### src/hw/rtl/vhmt_pkg.sv
`default_nettype none

package vhmt_pkg;

    localparam int unsigned NUM_FECS_DEFAULT = 16;
    localparam int unsigned NUM_CHIPS        = 32;
    localparam int unsigned SID_BASE         = 10;
    localparam int unsigned TS_W             = 42;
    localparam int unsigned OUT_TS_W         = 43;
    localparam int unsigned HM_W             = 20;
    localparam int unsigned RAW_IDX_W        = 10;
    localparam int unsigned CFG_ADDR_W       = 3;

    localparam logic [4:0]  SID_FIRST          = 5'd11;
    localparam logic [10:0] TRIG_ENTRY_OFFSET  = 11'd16;
    localparam logic [4:0]  CHIP_SPLIT         = 5'd15;
    localparam logic [1:0]  TRIG_MODE_EXTERNAL = 2'd1;
    localparam logic        REG_TRIGGER_MODE   = 1'b0;

    localparam int unsigned QUEUE_DEPTH = 2;
    localparam int unsigned QPTR_W      = 1;
    localparam int unsigned QCNT_W      = 2;

    typedef logic [1:0] op_t;
    localparam op_t OP_PASS   = 2'd0;
    localparam op_t OP_HIT    = 2'd1;
    localparam op_t OP_MARKER = 2'd2;

    typedef logic [2:0] kind_t;
    localparam kind_t KIND_MARKER = 3'd0;
    localparam kind_t KIND_TRIG   = 3'd1;
    localparam kind_t KIND_HIT    = 3'd2;
    localparam kind_t KIND_PASS   = 3'd3;
    localparam kind_t KIND_ERR    = 3'd4;

    typedef struct packed {
        op_t                  op;
        logic [4:0]           chip;
        logic [5:0]           chan;
        logic [RAW_IDX_W-1:0] idx;
        logic [4:0]           toff;
        logic [11:0]          bcid;
        logic [TS_W-1:0]      ts;
        logic                 is_end;
        logic                 ts_zero;
        logic                 hm_zero;
    } item_t;

    typedef struct packed {
        logic full;
        logic empty;
    } q_status_t;

    typedef struct packed {
        kind_t               kind;
        logic [OUT_TS_W-1:0] ts;
        logic [HM_W-1:0]     hm;
        logic [4:0]          chip;
        logic [5:0]          chan;
        logic [31:0]         early;
        logic [31:0]         err;
    } result_t;

    function automatic logic [11:0] gray_decode12(input logic [11:0] g);
        logic [11:0] b;
        b = g;
        b = b ^ (b >> 1);
        b = b ^ (b >> 2);
        b = b ^ (b >> 4);
        b = b ^ (b >> 8);
        return b;
    endfunction

endpackage

`default_nettype wire

### src/hw/rtl/vhmt_front.sv
`default_nettype none

module vhmt_front
    import vhmt_pkg::*;
#(
    parameter int unsigned NUM_FECS = NUM_FECS_DEFAULT
) (
    input  wire logic        start,
    input  wire logic [4:0]  source_id,
    input  wire logic [31:0] data_word_a,
    input  wire logic [15:0] data_word_b,
    input  wire q_status_t   q_status,
    input  wire logic        clearing,
    output logic             busy,
    output logic             push,
    output item_t            item
);

    localparam int unsigned SID_LAST = SID_BASE + NUM_FECS;

    logic       is_hit;
    logic       in_range;
    logic [4:0] chip;
    logic [4:0] fec;

    always_comb
    begin
        is_hit   = data_word_b[15];
        chip     = is_hit ? data_word_a[26:22] : data_word_b[14:10];
        in_range = (source_id >= SID_FIRST) && ({2'b00, source_id} <= 7'(SID_LAST));
        fec      = source_id - SID_FIRST;

        if (!in_range)
        begin
            item.op = OP_PASS;
        end
        else if (is_hit)
        begin
            item.op = OP_HIT;
        end
        else
        begin
            item.op = OP_MARKER;
        end
        item.chip    = chip;
        item.chan    = is_hit ? data_word_b[13:8] : 6'd0;
        item.idx     = {fec, chip};
        item.toff    = data_word_a[31:27];
        item.bcid    = gray_decode12(data_word_a[11:0]);
        item.ts      = {data_word_a, data_word_b[9:0]};
        item.is_end  = &item.ts;
        item.ts_zero = (item.ts == '0);
        item.hm_zero = (item.ts[HM_W-1:0] == '0);
    end

    assign busy = q_status.full || clearing;
    assign push = start && !busy;

endmodule

`default_nettype wire

### config.mk
export PLATFORM = sky130hd
export DESIGN_NAME = vhmt_front
export DESIGN_NICKNAME = d
export VERILOG_FILES = /design/src/hw/rtl/vhmt_pkg.sv /design/src/hw/rtl/vhmt_front.sv
export SDC_FILE = /design/constraint.sdc
export NUM_CORES = 1
export LEC_CHECK = 0
export ABC_CLOCK_PERIOD_IN_PS = 3640
export BUFFER_PORTS_ARGS = -buffer_cell sky130_fd_sc_hd__buf_2
export CAP_MARGIN = 15
export CORE_MARGIN = 10
export CORE_UTILIZATION = 35
export DETAILED_ROUTE_END_ITERATION = 6
export PLACE_DENSITY_LB_ADDON = 0.08
export SLEW_MARGIN = 5
export SYNTH_ARGS = -nofsm -noshare
export SYNTH_HDL_FRONTEND = slang
export SYNTH_SLANG_ARGS = --single-unit
### constraint.sdc
create_clock -name vclk -period 3.64
set_input_delay 1.092 -clock vclk [all_inputs]
set_output_delay 1.092 -clock vclk [all_outputs]
set_load 0.03 [all_outputs]
Word-level counts from Yosys, hierarchy flattened
Cells that the tools add are included.
W data, S select, Z words.
{"block": "classes", "n_mux": 4, "reduce_logical": 7, "addsub": 1, "n_lt_le_gt_ge": 2, "bitwise": 4}
{"op": "$logic_not A42 Y1", "n": 1}
{"op": "$reduce_and A42 Y1", "n": 1}
{"op": "$logic_not A20 Y1", "n": 1}
{"op": "$xor A12 B10 Y12", "n": 1}
{"op": "$xor A12 B11 Y12", "n": 1}
{"op": "$xor A12 B4 Y12", "n": 1}
{"op": "$xor A12 B8 Y12", "n": 1}
{"op": "$mux W6", "n": 1}
{"op": "$ge A5 B4 Y1 const B", "n": 1}
{"op": "$le A5 B5 Y1 const B", "n": 1}
{"op": "$mux W5", "n": 1}
{"op": "$sub A5 B4 Y5 const B", "n": 1}
{"op": "$mux W2", "n": 2}
{"op": "$logic_and A1 B1 Y1", "n": 2}
{"op": "$logic_not A1 Y1", "n": 1}
{"op": "$logic_or A1 B1 Y1", "n": 1}
{"block": "totals", "elab_cells": 18, "output_inout_bits": 87, "in_bits": 57, "register_bits": 0}

Logic depth before layout (Yosys ltp)
{"block": "depth", "depth_word": 4, "depth_mapped": 5, "ltp_nobuf": 5}

Least setup slack after synthesis
Ideal clock, no wire load.
{"block": "synth_path", "path_kind": "input port to output port", "from": "input port data_word_a[10]", "to": "output port item[2] (netlist name)", "n_path_buf": 0, "path_slack_ps": -256, "arrival_time_ps": 2804, "required_ps": 2548, "cell_stages": 4, "path_cell_list": "ha_1 -> nand4_1 -> or4_1 -> nor4_1"}
{"element": "from (decl)", "line": "vhmt_front.sv:10", "rtl": "input wire logic [31:0] data_word_a,"}
{"element": "to (decl)", "line": "vhmt_front.sv:16", "rtl": "output item_t item"}

==> flow_summary.toml <==
[synth]
synth.lib_cells_used.distinct = 27
synth_top_cell_by_area = "sky130_fd_sc_hd__buf_4"
synthCells = 153
synth_warnings = 0
synth.top_cell.area_share_pct = 33.1
ys_top_cells_by_area = "sky130_fd_sc_hd__buf_4 33%, sky130_fd_sc_hd__ha_1 15%, sky130_fd_sc_hd__inv_1 5.6%, sky130_fd_sc_hd__xnor3_1 5.6%, sky130_fd_sc_hd__nand4_1 5.2%"
mappedNetlistArea_mm2 = 0.00120
postSynthNetCount = 224
synth_area_per_cell_um2 = 7.86
synth_sequential_area_ratio_pct = 0

[hold_path]
hold_path_class = "in -> out"

[timing]
layout_min_cycle_time_ps = 3600
finalHoldViolations = 0
setup_viol = 0
max_slew_violations = 0
layout_worst_path_cycle_share_pct = 98.8
slew_headroom_pct = 75.5
tns_ps = 0
hold-worst-slack_ps = 2450
timing.final.ws_setup_ps = 42.6
grt_setup_unrepaired = "yes"
tightest_slew_ps = 367
timing.fmax_ghz = 0.278

[power]
share_comb_of_total_power_pct = 100.0
power.leakage_nw = 1.05
irDropWorstVdd_mv = 0.307
netSwitchingFraction_pct = 61.7
power_frac_seq_pct = 0
power_density_mw_per_mm2 = 285
total_power_mw = 0.513
power.net_switching_mw = 0.316
intPower_mw = 0.196
power.clock.fraction_pct = 0

[grt]
grt_usage_pct = 13.2
via_count_of_the_first_global_routing_pass = 1430
antenna_found_initial = 0
grtUsageMet2_pct = 23.8
largest_net_degree_at_the_start_of_global_routing = 14
grt_remaining_overflow = 0
globalRouteMet1Util_pct = 14.9
highest_utilization_routing_layer_at_the_global_route_stage = "met2"
global_route_wire_length_before_repair_um = 7010
globalRouteMet3Util_pct = 5.69

[route]
num_vias = 1302
post-route-drc-count = 0
finalWirelength_um = 4470
detail_route.iter0.violations = 24
detail_route.wl_per_cell_um = 14.8
ant_nets_after_route = 0
drt-vias-per-instance = 4.33
dr.pass1.iters = 3

[final_layout]
most_frequent_cells_in_the_layout = "135 x sky130_fd_sc_hd__buf_2, 15 x sky130_fd_sc_hd__buf_4, 12 x sky130_fd_sc_hd__inv_1, 11 x sky130_fd_sc_hd__ha_1, 10 x sky130_fd_sc_hd__nand4_1"
multi_input_area_um2 = 803
synthToLayoutAreaGrowth_pct = 49.4
layout.area.seq_um2 = 0
clock_buffers = 0
num-nets-final = 328
diode_insertion_count_for_antenna_repair = 0
seq_cells = 0
final.fill_count = 356
layout-drive-gt1-share_pct = 70.2
layout.cells.most_common = "sky130_fd_sc_hd__buf_2"

[placed_design]
io_buffer_count = 143
global_placer_s_final_weighted_congestion = 0.782
post-place-ws_ps = -81.2
dp_hpwl_um = 4170

[floorplan]
top_level_ports = 144
initial_core_util_pct = 36.0
dieWidth_um = 78.6
die_area_mm2 = 0.00618
floorplan.die.height_um = 78.6
core.rowCount = 21
floorplan.core_area_mm2 = 0.00334

[flow_run]
maxCapViolCount = 0

[worst_setup_path]
required_ps = 2550
worstSetupPathType = "in -> out"
critPathSlowestCell = "sky130_fd_sc_hd__xnor3_2"
cp_cell_sequence = "buf_8 -> inv_4 -> ha_4 -> xnor3_2 -> xor2_2 -> buf_4 -> xnor2_2 -> buf_6"
timing.critical_path.fanout_max = 2
type_of_destination_of_the_critical_path = "output pin"
cp_data_arrival_time_ps = 2510
worst_path_largest_cell_delay_ps = 440
startpoint_type = "primary input"

[outcome]
outcome = "finished, final reports clean"
through the flow:
step / instances / utilization [%] / cell area (µm²)
after floorplan: 153 / - / 1220
final: 301 / 53.8 / 1800
after detailed placement: 300 / 50.5 / 1680
after CTS: 301 / 52.3 / 1740
after global placement: 300 / 50.5 / 1680
after global routing: 301 / 53.8 / 1800
worst max-delay path, delay by kind of cell:
kind / cells / cell delay (ps)
XOR/XNOR: 3 / 760
buffers and inverters: 4 / 400
adder cells (fa/ha/maj): 1 / 250
routing by layer:
layer / vias to the layer above / part of all wire [%]
li1: 664 / -
met1: 558 / 39
met2: 80 / 48
met3: 0 / 13
met4: 0 / 0
met5: - / 0
repair_timing:
| item | CTS | global route |
|---|---|---|
| setup endpoints to repair | 4 | 4 |
| setup buffers | 1 | 0 |
| resized for setup | 14 | 15 |
| hold buffers | 0 | 0 |
| pin swaps | 6 | 4 |
| cloned | 0 | 0 |
cell families after synthesis:
group           synth area share [%]
xor+xnor                        19.5
mux                             4.68
fa+ha+maj                       14.6
compound gates                  2.81
simple gates                    19.5
buf+inv                         39.0
cells in the mapped netlist, drive strengths merged:
cell	count
o211a	1
a21oi	2
o21ai	1
buf	53
nor3	3
nor4	6
or2	1
ha	14
nor2b	1
nor4b	1
or3	1
or4	2
nand4	10
mux2	5
nor3b	1
nor2	3
xor2	6
xnor2	8
nand4b	1
xor3	1
xnor3	3
nand2	3
and2	6
inv	18
a211o	1
clkbuf	1
power by group through the flow:
stage               clock (mW)  sequential (mW)  combinational [mW]
CTS                          0                0               0.511
detailed placement           0                0               0.485
finish                       0                0               0.513
global route                 0                0               0.549
floorplan                    0                0               0.355
global placement             0                0               0.485
cell type report:
class              instances  area share [%]
inverters                 18            4.04
well taps                 46            3.20
repair buffers           156            48.1
multi-input cells         81            44.7
worst paths after layout:
kind	start	endpoint	slack (ps)	cells past startpoint
min	data_word_a[10]	item[23]	2450	2
max	data_word_a[8]	item[47]	40	8
Note: power is estimated with default switching activity, not from simulation.
