<file path="src/hw/rtl/vhmt_pkg.sv">
`default_nettype none

package vhmt_pkg;

    localparam int unsigned NUM_FECS_DEFAULT = 16;
    localparam int unsigned NUM_CHIPS        = 32;
    localparam int unsigned SID_BASE         = 10;
    localparam int unsigned TS_W             = 42;
    localparam int unsigned OUT_TS_W         = 43;
    localparam int unsigned HM_W             = 20;
    localparam int unsigned RAW_IDX_W        = 10;
    localparam int unsigned CFG_ADDR_W       = 3;

    localparam logic [4:0]  SID_FIRST          = 5'd11;
    localparam logic [10:0] TRIG_ENTRY_OFFSET  = 11'd16;
    localparam logic [4:0]  CHIP_SPLIT         = 5'd15;
    localparam logic [1:0]  TRIG_MODE_EXTERNAL = 2'd1;
    localparam logic        REG_TRIGGER_MODE   = 1'b0;

    localparam int unsigned QUEUE_DEPTH = 2;
    localparam int unsigned QPTR_W      = 1;
    localparam int unsigned QCNT_W      = 2;

    typedef logic [1:0] op_t;
    localparam op_t OP_PASS   = 2'd0;
    localparam op_t OP_HIT    = 2'd1;
    localparam op_t OP_MARKER = 2'd2;

    typedef logic [2:0] kind_t;
    localparam kind_t KIND_MARKER = 3'd0;
    localparam kind_t KIND_TRIG   = 3'd1;
    localparam kind_t KIND_HIT    = 3'd2;
    localparam kind_t KIND_PASS   = 3'd3;
    localparam kind_t KIND_ERR    = 3'd4;

    typedef struct packed {
        op_t                  op;
        logic [4:0]           chip;
        logic [5:0]           chan;
        logic [RAW_IDX_W-1:0] idx;
        logic [4:0]           toff;
        logic [11:0]          bcid;
        logic [TS_W-1:0]      ts;
        logic                 is_end;
        logic                 ts_zero;
        logic                 hm_zero;
    } item_t;

    typedef struct packed {
        logic full;
        logic empty;
    } q_status_t;

    typedef struct packed {
        kind_t               kind;
        logic [OUT_TS_W-1:0] ts;
        logic [HM_W-1:0]     hm;
        logic [4:0]          chip;
        logic [5:0]          chan;
        logic [31:0]         early;
        logic [31:0]         err;
    } result_t;

    function automatic logic [11:0] gray_decode12(input logic [11:0] g);
        logic [11:0] b;
        b = g;
        b = b ^ (b >> 1);
        b = b ^ (b >> 2);
        b = b ^ (b >> 4);
        b = b ^ (b >> 8);
        return b;
    endfunction

endpackage

`default_nettype wire

</file>
<file path="src/hw/rtl/vhmt_queue.sv">
`default_nettype none

module vhmt_queue
    import vhmt_pkg::*;
(
    input  wire logic  clk,
    input  wire logic  rst_n,
    input  wire logic  push,
    input  wire item_t push_item,
    input  wire logic  pop,
    output item_t      head,
    output q_status_t  status
);

    item_t             slot_reg [QUEUE_DEPTH];
    logic [QPTR_W-1:0] wr_ptr_reg, wr_ptr_next;
    logic [QPTR_W-1:0] rd_ptr_reg, rd_ptr_next;
    logic [QCNT_W-1:0] count_reg, count_next;

    always_comb
    begin
        wr_ptr_next = wr_ptr_reg;
        rd_ptr_next = rd_ptr_reg;
        count_next  = count_reg;
        if (push)
        begin
            wr_ptr_next = wr_ptr_reg + 1'b1;
        end
        if (pop)
        begin
            rd_ptr_next = rd_ptr_reg + 1'b1;
        end
        if (push && !pop)
        begin
            count_next = count_reg + 1'b1;
        end
        else if (pop && !push)
        begin
            count_next = count_reg - 1'b1;
        end
    end

    always_ff @(posedge clk or negedge rst_n)
    begin
        if (!rst_n)
        begin
            wr_ptr_reg <= '0;
            rd_ptr_reg <= '0;
            count_reg  <= '0;
        end
        else
        begin
            wr_ptr_reg <= wr_ptr_next;
            rd_ptr_reg <= rd_ptr_next;
            count_reg  <= count_next;
        end
    end

    always_ff @(posedge clk)
    begin
        if (push)
        begin
            slot_reg[wr_ptr_reg] <= push_item;
        end
    end

    assign head         = slot_reg[rd_ptr_reg];
    assign status.full  = (count_reg == QCNT_W'(QUEUE_DEPTH));
    assign status.empty = (count_reg == '0);

endmodule

`default_nettype wire

</file>
<file path="config.mk">
export PLATFORM = sky130hd
export DESIGN_NAME = vhmt_queue
export DESIGN_NICKNAME = d
export VERILOG_FILES = /design/src/hw/rtl/vhmt_pkg.sv /design/src/hw/rtl/vhmt_queue.sv
export SDC_FILE = /design/constraint.sdc
export NUM_CORES = 1
export LEC_CHECK = 0
export ABC_AREA = 1
export BUFFER_PORTS_ARGS = -buffer_cell sky130_fd_sc_hd__buf_2
export CELL_PAD_IN_SITES_DETAIL_PLACEMENT = 2
export CELL_PAD_IN_SITES_GLOBAL_PLACEMENT = 2
export CORE_ASPECT_RATIO = 0.6
export CORE_MARGIN = 1
export CORE_UTILIZATION = 38
export CTS_CLUSTER_SIZE = 14
export DETAILED_ROUTE_END_ITERATION = 6
export PLACE_DENSITY_LB_ADDON = 0.08
export REMOVE_ABC_BUFFERS = 1
export SLEW_MARGIN = 30
export SYNTH_ARGS = -nofsm -noshare
export SYNTH_HDL_FRONTEND = slang
export SYNTH_SLANG_ARGS = --single-unit
</file>
<file path="constraint.sdc">
create_clock -name clk -period 6.7 [get_ports clk]
set_clock_uncertainty 0.2 [all_clocks]
set_input_delay 0.67 -clock clk [delete_from_list [all_inputs] [get_ports clk]]
set_output_delay 0.67 -clock clk [all_outputs]
set_load 0.005 [all_outputs]
</file>
# Word level (Yosys, flattened, before mapping)
# Memories as Yosys holds them, arrays and structs flattened.
# Index checks and enable logic that the tools add are counted.
[classes] n_div=0 shift=0 mul=0 n_addsub=4 muxes=4 order_cmp=0 bitwise=0 reduce_logical=6 n_eq_ne=1
[ops] op="$mux 2" n=2
[ops] op="$add 1x1->1 const B" n=2
[ops] op="$add 2x1->2 const B" n=1
[ops] op="$eq 2x2->1 const B" n=1
[ops] op="$logic_and 1x1->1" n=2
[ops] op="$logic_not 1->1" n=2
[ops] op="$logic_not 2->1" n=1
[ops] op="$mux 1" n=2
[ops] op="$reduce_bool 2->1" n=1
[ops] op="$sub 2x1->2 const B" n=1
[totals] mem_count=1 ramBits=170 regBits=4 out_inout_bits=87 latchBits=0 word_cells=19 rom_bits=0 in_bits=89
[mem_list] memory="slot_reg" depth=2 width=85 rd=1 rd_ports_with_merged_regs=0 write_ports=1 line_no="vhmt_queue.sv:15" text="item_t slot_reg [QUEUE_DEPTH];"

# Longest topological paths before layout
# Gate-level depths: netlist of run 1.
[logic_depth] word_depth=4 depth_mapped=7 mapped_depth_nobuf=7

# Least setup slack after synthesis of run 1
# No wires, ideal clock.
[synth_path] path_type="input port to flip-flop" from="input port push" to="memory slot_reg[0][0] in the netlist's numbering, enable pin" stages=2 n_path_buf=0 t_required_ns=5.969 slack_ns=1.699 arrival_ns=4.270 setup_time_ns=0.531 path_cell_list="inv_1 -> nor2_1"
[synth_between] elab_chain_len=2
[synth_lines] element="start: declaration" line_no="vhmt_queue.sv:8" text="input wire logic push,"
[synth_lines] element="$mux 1" line_no="vhmt_queue.sv:61" text="if (push)"
[synth_lines] element="$mux 1 (implied by the code)" line_no="vhmt_queue.sv:63" text="slot_reg[wr_ptr_reg] <= push_item;"
[synth_lines] element="end: declaration" line_no="vhmt_queue.sv:15"
# Every way passes these cells.

==> results.toml, run 1 <==
[outcome]
status = "finished clean"

[sta]
worst_pin_slew_ns = 0.883
slew_violations = 0
finalCriticalPeriod_ns = 3.46
fmax_mhz = 289
slew_headroom_pct = 41.1
tns_ns = 0
rsz0062_at_grt = "no"
min_period_over_period_pct = 51.6
hold_viol_final = 0
finalSetupViolations = 0

[yosys]
yosysSeqAreaShare_pct = 79.5
syn_inst = 290
synth.area.top_cells = "edfxtp_1 78%, mux2_4 9.2%, mux2_2 7.7%"
syn_area_um2 = 6550
ys_warn_count = 0
synth_cell_types = 16
netlist.area_leader.share_pct = 78.0
ys_seq_elements = 174
yosys.area.top_type = "edfxtp_1"
avgSynthCellArea_um2 = 22.6

[floorplanning]
coreArea_um2 = 16500
fp.dieH_um = 104
io_pins = 176
num_rows = 36
start_util_pct = 39.6
dieArea_um2 = 17800
die_w_um = 171

[placement]
dp_hpwl_um = 9670
gp_congestion = 0.695
portBuffers = 175

[clocking]
clock-sinks = 174
clock_latency_ns = 0.41
cts_tree = "built"
cts_buffer_depth = 2
h-tree-depth = 4
cts-resized-gates = 0
clock-root-buffer = "clkbuf_16"
clkSlewWorstSetupHoldPaths_ns = 0.08
cts_made_buffers = 17

[worst_hold_path]
hp-class = "input pin to flip-flop"

[finish]
register_area_um2 = 5210
nets = 568
largest_register_ffs = 170
multiInputGateArea_um2 = 1190
syn2layout_area_growth_pct = 25.2
drive_gt1_share_pct = 60.3
n_fill_cell = 1522
final_util_pct = 49.6

[route]
drc = 0
ant_nets = 0
routed-via-count = 3306
drtIter0Drc = 130
wl_per_cell_um = 19.4
vias_per_cell = 4.58
wl_um = 14000
firstDrtPassIters = 5

[power_and_ir_drop]
p_sw_uw = 957
swShare_pct = 28.4
peakVddDrop_mv = 0.154
power_frac_clock_pct = 27.5
p_per_area_nw_per_um2 = 412
intPower_uw = 2420
power_frac_comb_pct = 26.2
leakage_uw = 0.00320
power.share.sequential_pct = 46.3

[global_routing]
overflow = 0
antenna_found_initial = 6
grt_use_total_pct = 16.4
grt_pass1_vias = 3714
grt_pass1_wl_um = 21200
grt_max_degree = 66

[worst_setup_path]
path_max_fanout = 46
crit_type = "flip-flop to output port"
r2r_setup_slack_ns = 4.20
end_kind = "output port"
critPathArrivalTime_ns = 2.59
cp.required_ns = 5.83
startpoint_type = "flip-flop"

[job]
drv_cap = 0
[metrics by stage]
stage	power, µW	cell area, µm²	std cells	worst slack (ns)	hold slack [ns]
after floorplan	2140	6420	280	1.70	0.174
after global placement	2460	7610	686	3.66	0.282
after detailed placement	2500	7610	686	3.62	0.289
after CTS	3440	8190	719	3.15	0.218
after global routing	3550	8190	719	3.09	0.217
final	3370	8190	722	3.24	0.237
[cell families after synthesis]
group / share of synthesized area, %
xor gates and xnor gates: 0.402
adders and majority gates: 0.191
buffers and inverters: 2.33
DFF: 79.5
muxes: 16.9
and+or+nand+nor: 0.631
[power groups by stage]
stage                     Sequential [µW]  Combinational [µW]  Clock, µW
after detailed placement             1590                 908          0
after global routing                 1590                 965        999
after CTS                            1570                 914        959
final                                1560                 885        927
after global placement               1570                 887          0
after floorplan                      1610                 534          0
[synth_stat cells]
cell	instances
xor2_1	2
buf_2	4
dfrtp_1	4
inv_1	7
mux2_4	40
buf_12	4
nor2_1	3
buf_8	1
ha_1	1
nand2_1	5
nand4_1	1
nand3_1	1
xnor2_1	1
buf_6	1
mux2_2	45
edfxtp_1	170
[timing repair]
action	4_1_cts	5_1_grt
setup buffers	0	0
setup endpoints to repair	0	0
hold buffers	1	0
endpoints found under the hold margin	4	0
[layout by cell type, fill, tap and decap left out, drive strengths merged]
cell	instances
clkinv	7
xor2	2
xnor2	1
dlygate4sd3	1
clkbuf	19
nand2	5
nand3	1
nand4	1
clkinvlp	1
dfrtp	4
edfxtp	170
ha	1
buf	178
inv	12
diode	3
mux2	85
nor2	3
[per-layer routing]
metal / global-route usage [%] / up-vias / share of wire [%]
met2: 25.9 / 115 / 48
met3: 6.92 / 16 / 9.0
li1: - / 1522 / -
met5: 0 / - / 0.29
met4: 5.36 / 6 / 0.91
met1: 20.1 / 1647 / 42
[path summary, 6_finish.rpt]
path                          startpoint         endpoint  cells after the start
hold / removal             push_item[26]  slot_reg[1][26]                      1
setup reg to reg              wr_ptr_reg  slot_reg[0][70]                      2
setup / recovery              rd_ptr_reg         head[10]                      3
max in group asynchronous          rst_n       rd_ptr_reg                      2
hold reg to reg             count_reg[1]     count_reg[1]                      2
min in group asynchronous          rst_n       rd_ptr_reg                      2
[worst max-delay path: stages (launching register included)]
cell     delay [ns]
dfrtp_4        0.81
buf_4          0.76
mux2_2         0.42
buf_2          0.14
[layout make-up]
type                            instances  area share (%)
Multi-Input combinational cell         99            14.6
Sequential cell                       174            63.6
Tap cell                              228            3.48
Clock inverter                         13            1.57
Clock buffer                           19            5.28
Timing Repair Buffer                  179            11.1
Inverter                                7           0.336
Antenna cell                            3          0.0916
Note: power is estimated with default switching activity, not from simulation.
==> run 2, diff against run 1 <==
==> constraint.sdc (replaced) <==
create_clock -name clk -period 3.4 [get_ports clk]
set_clock_uncertainty 0.2 [all_clocks]
set_input_delay 0.34 -clock clk [delete_from_list [all_inputs] [get_ports clk]]
set_output_delay 0.34 -clock clk [all_outputs]
set_load 0.005 [all_outputs]
==> results.toml, run 2 (synthesis results as in run 1) <==
[worst_setup_path]
crit_type = "flip-flop to output port"
r2r_end = "slot_reg[1][75]"
critPathArrivalTime_ns = 2.19
startpoint_type = "flip-flop"
cp-startpoint = "rd_ptr_reg"
path_max_fanout = 32
end_kind = "output port"
r2r_setup_slack_ns = 1.25
rr_worst_depth = 3
reg2reg_from = "wr_ptr_reg"
cp.required_ns = 2.86

[finish]
nets = 657
drive_gt1_share_pct = 51.4
syn2layout_area_growth_pct = 39.8
n_fill_cell = 1489
multiInputGateArea_um2 = 1190
register_area_um2 = 5210
final_cell_mix = "175 x buf_2, 170 x edfxtp_1, 88 x dlygate4sd3_1, 45 x mux2_2, 40 x mux2_4"
final_util_pct = 55.3
largest_register_ffs = 170
final_common_cell = "buf_2"

[outcome]
status = "finished clean"

[floorplanning]
fp.dieH_um = 104
coreArea_um2 = 16500
num_rows = 36
dieArea_um2 = 17800
start_util_pct = 39.6
die_w_um = 171
io_pins = 176

[route]
wl_um = 16000
drc = 0
vias_per_cell = 4.55
firstDrtPassIters = 4
routed-via-count = 3668
drtIter0Drc = 145
ant_nets = 0
wl_per_cell_um = 19.8

[worst_hold_path]
hp-class = "input pin to asynchronous set/reset pin"

[power_and_ir_drop]
peakVddDrop_mv = 0.409
leakage_uw = 0.00361
finalPower_uw = 7000
p_per_area_nw_per_um2 = 766

[global_routing]
grt_max_degree = 48
overflow = 0
grt_pass1_wl_um = 24500
grt_use_total_pct = 19.0
grt_pass1_vias = 4208
antenna_found_initial = 1

[sta]
finalCriticalPeriod_ns = 2.73
hold_viol_final = 0
slew_violations = 0
worst_pin_slew_ns = 0.812
finalSetupViolations = 0
fmax_mhz = 367
min_period_over_period_pct = 80.2
slew_headroom_pct = 45.8
setup_slack_ns = 0.675
whs_ns = 0.0536
tns_ns = 0
rsz0062_at_grt = "no"

[clocking]
clock_latency_ns = 0.41
cts_made_buffers = 17
clock-sinks = 174
h-tree-depth = 4
cts_setup_buffers = 0
clkSlewWorstSetupHoldPaths_ns = 0.07
clock-root-buffer = "clkbuf_16"
cts_tree = "built"
cts_buffer_depth = 2

[job]
drv_cap = 0

[placement]
pre_cts_slack_ns = 1.12
dp_hpwl_um = 10000
gp_congestion = 0.738
portBuffers = 175
## run 2: timing repair
item / in CTS / in global routing
hold buffers: 88 / 0
gates resized for setup: 0 / 0
setup endpoints to repair: 0 / 0
endpoints found under the hold margin: 176 / 0
## run 2: stage by stage
stage | area, µm² | instances
after floorplan | 6420 | 280
after global placement | 7650 | 688
after detailed placement | 7650 | 688
after CTS | 9150 | 806
after global routing | 9150 | 806
final | 9150 | 807
## run 2: worst max-delay path: stages (launching register included)
cell and delay, ns:
dfrtp_4 0.75, buf_4 0.44, mux2_2 0.40, buf_2 0.14
## run 2: cell type report
type,instances,area share [%]
well taps,228,3.12
clock buffers,17,4.65
repair buffers,268,19.9
inverters,7,0.301
multi-input cells,99,13.1
clock inverters,13,2.01
diodes,1,0.0274
flip-flops and latches,174,56.9
## run 2: worst max-delay path by stage
stage / slack [ns] / endpoint / cells after the start
6_report: 0.67 / head[82] / 3
5_1_grt: 0.59 / head[82] / 3
4_1_cts: 0.67 / head[83] / 3
3_5_place_dp: 1.12 / head[83] / 3
3_3_place_gp: 1.20 / slot_reg[1][80] / 4
2_1_floorplan: -1.29 / slot_reg[0][0] / 1
## run 2: per-layer routing
| layer | GRT usage [%] | share of wire (%) | wire [µm] |
|---|---|---|---|
| met1 | 22.5 | 41 | 6550 |
| met5 | 0 | 0 | 0 |
| met4 | 5.42 | 0.63 | 101 |
| met2 | 32.4 | 51 | 8230 |
| met3 | 6.57 | 7.0 | 1130 |
## run 2: power by group
part / total, µW / internal (µW) / switching [µW]
registers: 3070 / 2850 / 215
clock network: 2020 / 1170 / 849
logic: 1910 / 1030 / 882
total: 7000 / 5060 / 1950
